$ cat src/suffix_automaton_first_occurrence_core_macros.svh
// assertion helpers for the suffix automaton core
`ifndef SUFFIX_AUTOMATON_FIRST_OCCURRENCE_CORE_MACROS_SVH
`define SUFFIX_AUTOMATON_FIRST_OCCURRENCE_CORE_MACROS_SVH

// same-cycle implication
`define SAM_ASSERT_NOW(label, clk, rst, ante, cons) \
   label: assert property (@(posedge clk) disable iff (rst) (ante) |-> (cons)) \
      else $error("assertion failed");

// next-cycle implication
`define SAM_ASSERT_NEXT(label, clk, rst, ante, cons) \
   label: assert property (@(posedge clk) disable iff (rst) (ante) |=> (cons)) \
      else $error("assertion failed");

`endif

$ cat src/sam_ram.sv
module sam_ram #(
   parameter int WIDTH = 8,
   parameter int DEPTH = 16
) (
   input  logic                     clock,
   input  logic                     wr_en,
   input  logic [$clog2(DEPTH)-1:0] wr_addr,
   input  logic [WIDTH-1:0]         wr_data,
   input  logic [$clog2(DEPTH)-1:0] rd_addr,
   output logic [WIDTH-1:0]         rd_data_ff
);

   logic [WIDTH-1:0] mem_ff [DEPTH];

   always_ff @(posedge clock) begin
      if (wr_en) begin
         mem_ff[wr_addr] <= wr_data;
      end
      rd_data_ff <= mem_ff[rd_addr];
   end

endmodule
$ cat config.mk
export PLATFORM = sky130hd
export DESIGN_NAME = sam_ram
export DESIGN_NICKNAME = d
export VERILOG_FILES = /design/src/suffix_automaton_first_occurrence_core_macros.svh /design/src/sam_ram.sv
export SDC_FILE = /design/constraint.sdc
export NUM_CORES = 1
export LEC_CHECK = 0
export ABC_AREA = 1
export BUFFER_PORTS_ARGS = -buffer_cell sky130_fd_sc_hd__buf_4
export CORE_AREA = 2 2 125 78
export CTS_CLUSTER_SIZE = 24
export DETAILED_ROUTE_END_ITERATION = 8
export DIE_AREA = 0 0 127 80
export PLACE_DENSITY = 0.83
export SYNTH_ARGS = -nofsm -noshare
export SYNTH_HDL_FRONTEND = slang
export SYNTH_SLANG_ARGS = --single-unit
$ cat constraint.sdc
create_clock -name clock -period 2.24 [get_ports clock]
set_clock_uncertainty 0.15 [all_clocks]
set_input_delay 0.56 -clock clock [delete_from_list [all_inputs] [get_ports clock]]
set_output_delay 0.56 -clock clock [all_outputs]
set_load 0.01 [all_outputs]
Word-level counts from Yosys, hierarchy flattened
Memories as Yosys holds them, arrays and structs flattened. A register that Yosys moved wholly into a read port is not among the register bits.
Index checks and enable logic that the tools add are counted.
W data, S select, Z words.
{"block": "word_totals", "ff_bits": 0, "ramBits": 128, "inputBits": 18, "out_inout_bits": 8, "mem_count": 1}
{"name": "mem_ff", "words": 16, "width": 8, "rd": 1, "rd_ports_with_merged_regs": 1, "write_ports": 1, "line": "sam_ram.sv:13", "rtl": "logic [WIDTH-1:0] mem_ff [DEPTH];"}
{"block": "classes", "muxes": 2}
{"op": "$mux W1", "count": 2}

Depth between registers and ports, before layout
{"block": "logic_depth", "word_depth": 2, "ltp_mapped": 8, "depth_no_buf": 7}

Worst setup path after synthesis
OpenSTA, ideal clock, no wires.
{"block": "synth_timing", "path_kind": "in2reg", "from": "input port wr_addr[2]", "to": "memory mem_ff[10][0], enable pin", "arrival_ps": 1141, "setup_slack_ps": 579, "stages": 2, "cell_sequence": "nand3b_1 -> nor2_1"}
{"element": "from (decl)", "line": "sam_ram.sv:7", "rtl": "input logic [$clog2(DEPTH)-1:0] wr_addr,"}
{"element": "to (decl)", "line": "sam_ram.sv:13"}
No word-level cell before the write port.

Final worst setup path
{"block": "layout_timing", "from": "register rd_data_ff[6], read port of mem_ff", "to": "output port rd_data_ff[6]"}
{"element": "from (decl)", "line": "sam_ram.sv:10", "rtl": "output logic [WIDTH-1:0] rd_data_ff"}
No word-level cell between the ends.

==> metrics.md <==
| Metric | Value |
|---|---|
| Status | completed |
| PD cells | 874 nW/um^2 |
| Synth Flop Type | edfxtp_1 |
| GR peak layer | met1 |
| Mean Syn Cell Area | 10.5 um^2 |
| CTS buffer count | 17 |
| Via-to-Cell Ratio | 5.53 |
| Final period util | 75.1% |
| Worst-Margin Slew | 529 ps |
| Worst path top cell family by delay | flip-flops |
| Crit-path max FO | 1 |
| Worst VDD drop | 1.02 mV |
| Syn. warnings | 0 |
| Sequential power share | 49.2% |
| Finished Core Util | 74.2% |
| Power Total | 5.83 mW |
| Vias in the first global route | 3935 |
| Seq cells post-synth | 136 |
| Crit-path max cell delay | 400 ps |
| # fillers | 597 |
| Post-DP HPWL | 8170 um |
| Synthesized instance count | 551 |
| GRT Overall Usage | 28.6% |
| Ant diodes | 0 |
| Cts hold-fix bufs | 0 |
| R2r setup slk | 1060 ps |
| Cell row count | 27 |
| Core area | 8990 um^2 |
| IO buf count | 25 |
| First-pass GRT wire length | 20700 um |
| DRT Pass-1 Iters | 7 |
| Syn nets | 569 |
| Htree depth | 4 |
| Reg clk slew, reported paths | 60 ps |
| Hold path start | rd_addr[3] |
| Synthesized area | 5770 um^2 |
| RePlAce Congestion | 0.898 |
| Clk pwr share | 44.3% |
| Leakage | 2.92 nW |
| Critical-path cell list | buf_4 |
| GR Util met1 | 41.2% |
| Initial Utilization | 64.2% |
| Clk_lat worst skew | 420 ps |
| Met2 Use GR | 40.8% |
| Largest cells by area after synthesis | edfxtp_1 (67%), nand2_1 (11%), nand3_1 (8.4%) |
| Post-CTS sizing | 0 |
| WP data required | 1530 ps |
| Top cell type's share of synthesized area | 66.7% |
| Area grow syn2layout | 15.6% |
| Sequential fraction of the synthesis area | 69.4% |
| Via count | 3978 |
| Hold Path End | rd_data_ff[3] |
| Startpoint Class | register |
| Setup TNS | 0 ps |
| Peak Freq | 594 MHz |
| Setup Buffers After CTS | 0 |
| Setup repair after global routing missed its margin | no |
| Pins Over Slew Limit | 0 |
| RR Endpoint | rd_data_ff[3] |
| Grt total ovfl | 0 |
| Layout cell share with drive strength beyond 1 | 11.8% |
| Slew margin rel. | 64.7% |
| Worst-case clock buffer depth | 2 |
| Post-synth top area cell | edfxtp_1 |
| Io pins | 26 |
| Post-synth EDFFs | 128 |
| Hold Path Depth | 3 |
| Initial DRC Count | 774 |
| Chip Width | 127 um |
| Endpoints failing setup | 0 |
| Count leader, synth | nand2_1 |
| # DRC | 0 |
| Slowest-stage cell, CP | dfxtp_1 |
| Root buf cell | clkbuf_16 |
| Netlist cell types | 12 |
| GRT met3 Usage | 9.58% |
| Multi-input gate area | 1210 um^2 |
| Net Sw Power | 1.25 mW |
| CP endpoint kind | output port |
| CP Data Arrival Time | 970 ps |
| Synth cell count leaders | nand2_1 (173), edfxtp_1 (128), inv_1 (100) |
| Final Hold Violating Endpoints | 0 |
| Final Routed Wirelength | 13300 um |
| WL/cell | 18.5 um |
| Sw Ratio | 21.5% |
| DRT antenna net count | 0 |
| Die footprint | 10200 um^2 |
| Largest net degree at the start of global routing | 65 |
| CTS tree | done |
| Min cycle time layout | 1680 ps |
| Power Internal | 4.58 mW |
| Vert. Die Dim | 80 um |
| Register area | 4000 um^2 |
| Combinational Power Share | 6.5% |
| Buf/Inv on CP | 1 |
| Clock Sinks | 136 |
| Antenna violations before repair | 0 |
| Worst min-delay path class | input port to register |
| Critical path type | register to output port |
| Max_cap viols | 0 |
| Cells on worst reg2reg path | 6 |
| Ys async rst share | 0% |
| Total Nets Final | 609 |
| Critical R2R Launch | mem_ff[7][3] |
metal layers:
metal | wire (um) | part of all wire [%]
met1 | 5810 | 44
met2 | 5740 | 43
met3 | 1490 | 11
met4 | 257 | 1.9
met5 | 0 | 0
cell type report:
cell class	count	area share, %
well taps	116	2.18
repair buffers	45	5.63
clock inverters	12	1.63
clock buffers	20	6.55
flip-flops and latches	136	60.1
multi-input cells	289	18.2
inverters	102	5.74
cell usage in the layout, fill, tap and decap left out:
master / instances
edfxtp_1: 128
nand2_1: 173
clkbuf_1: 3
buf_12: 3
nor2_1: 17
bufinv_16: 2
clkinvlp_4: 2
inv_2: 2
inv_1: 100
nand3_1: 97
nand3b_1: 2
buf_4: 42
clkinv_2: 3
clkbuf_16: 17
clkinv_1: 5
dfxtp_1: 8
power by group through the flow:
stage,Sequential [mW],Combinational [mW],Clock [mW]
2_1_floorplan,2.92,0.201,0
3_3_place_gp,2.92,0.357,0
3_5_place_dp,2.92,0.368,0
4_1_cts,2.87,0.371,2.59
5_1_grt,2.87,0.411,2.70
6_report,2.87,0.376,2.58
worst max-delay path by stage:
stage                     slack [ps]             to           from  cells past startpoint
after floorplan                  580  mem_ff[10][0]     wr_addr[2]                      2
after global routing             540  rd_data_ff[6]  rd_data_ff[6]                      1
final                            560  rd_data_ff[6]  rd_data_ff[6]                      1
after global placement           410  rd_data_ff[2]     rd_addr[2]                      5
after CTS                        570  rd_data_ff[6]  rd_data_ff[6]                      1
after detailed placement         380  rd_data_ff[2]     rd_addr[2]                      5
cells by family (layout without fill, tap and decap cells):
family / count (synthesis) / count (layout) / share of synthesized area [%]
buffers and inverters: 126 / 179 / 9.52
AND/OR/NAND/NOR: 289 / 289 / 21.0
flip-flops: 136 / 136 / 69.4
registers in the layout (all words and copies together), names as in the netlist:
register	cells
mem_ff	128
rd_data_ff	8
metrics by stage:
stage	hold WS, ps	cells	setup slack (ps)	instance area, um^2
6_report	327	720	557	6670
3_3_place_gp	483	688	407	6120
5_1_grt	332	720	543	6670
4_1_cts	312	720	572	6670
3_5_place_dp	503	688	383	6120
2_1_floorplan	457	551	579	5770
Note: power is estimated with default switching activity, not from simulation.
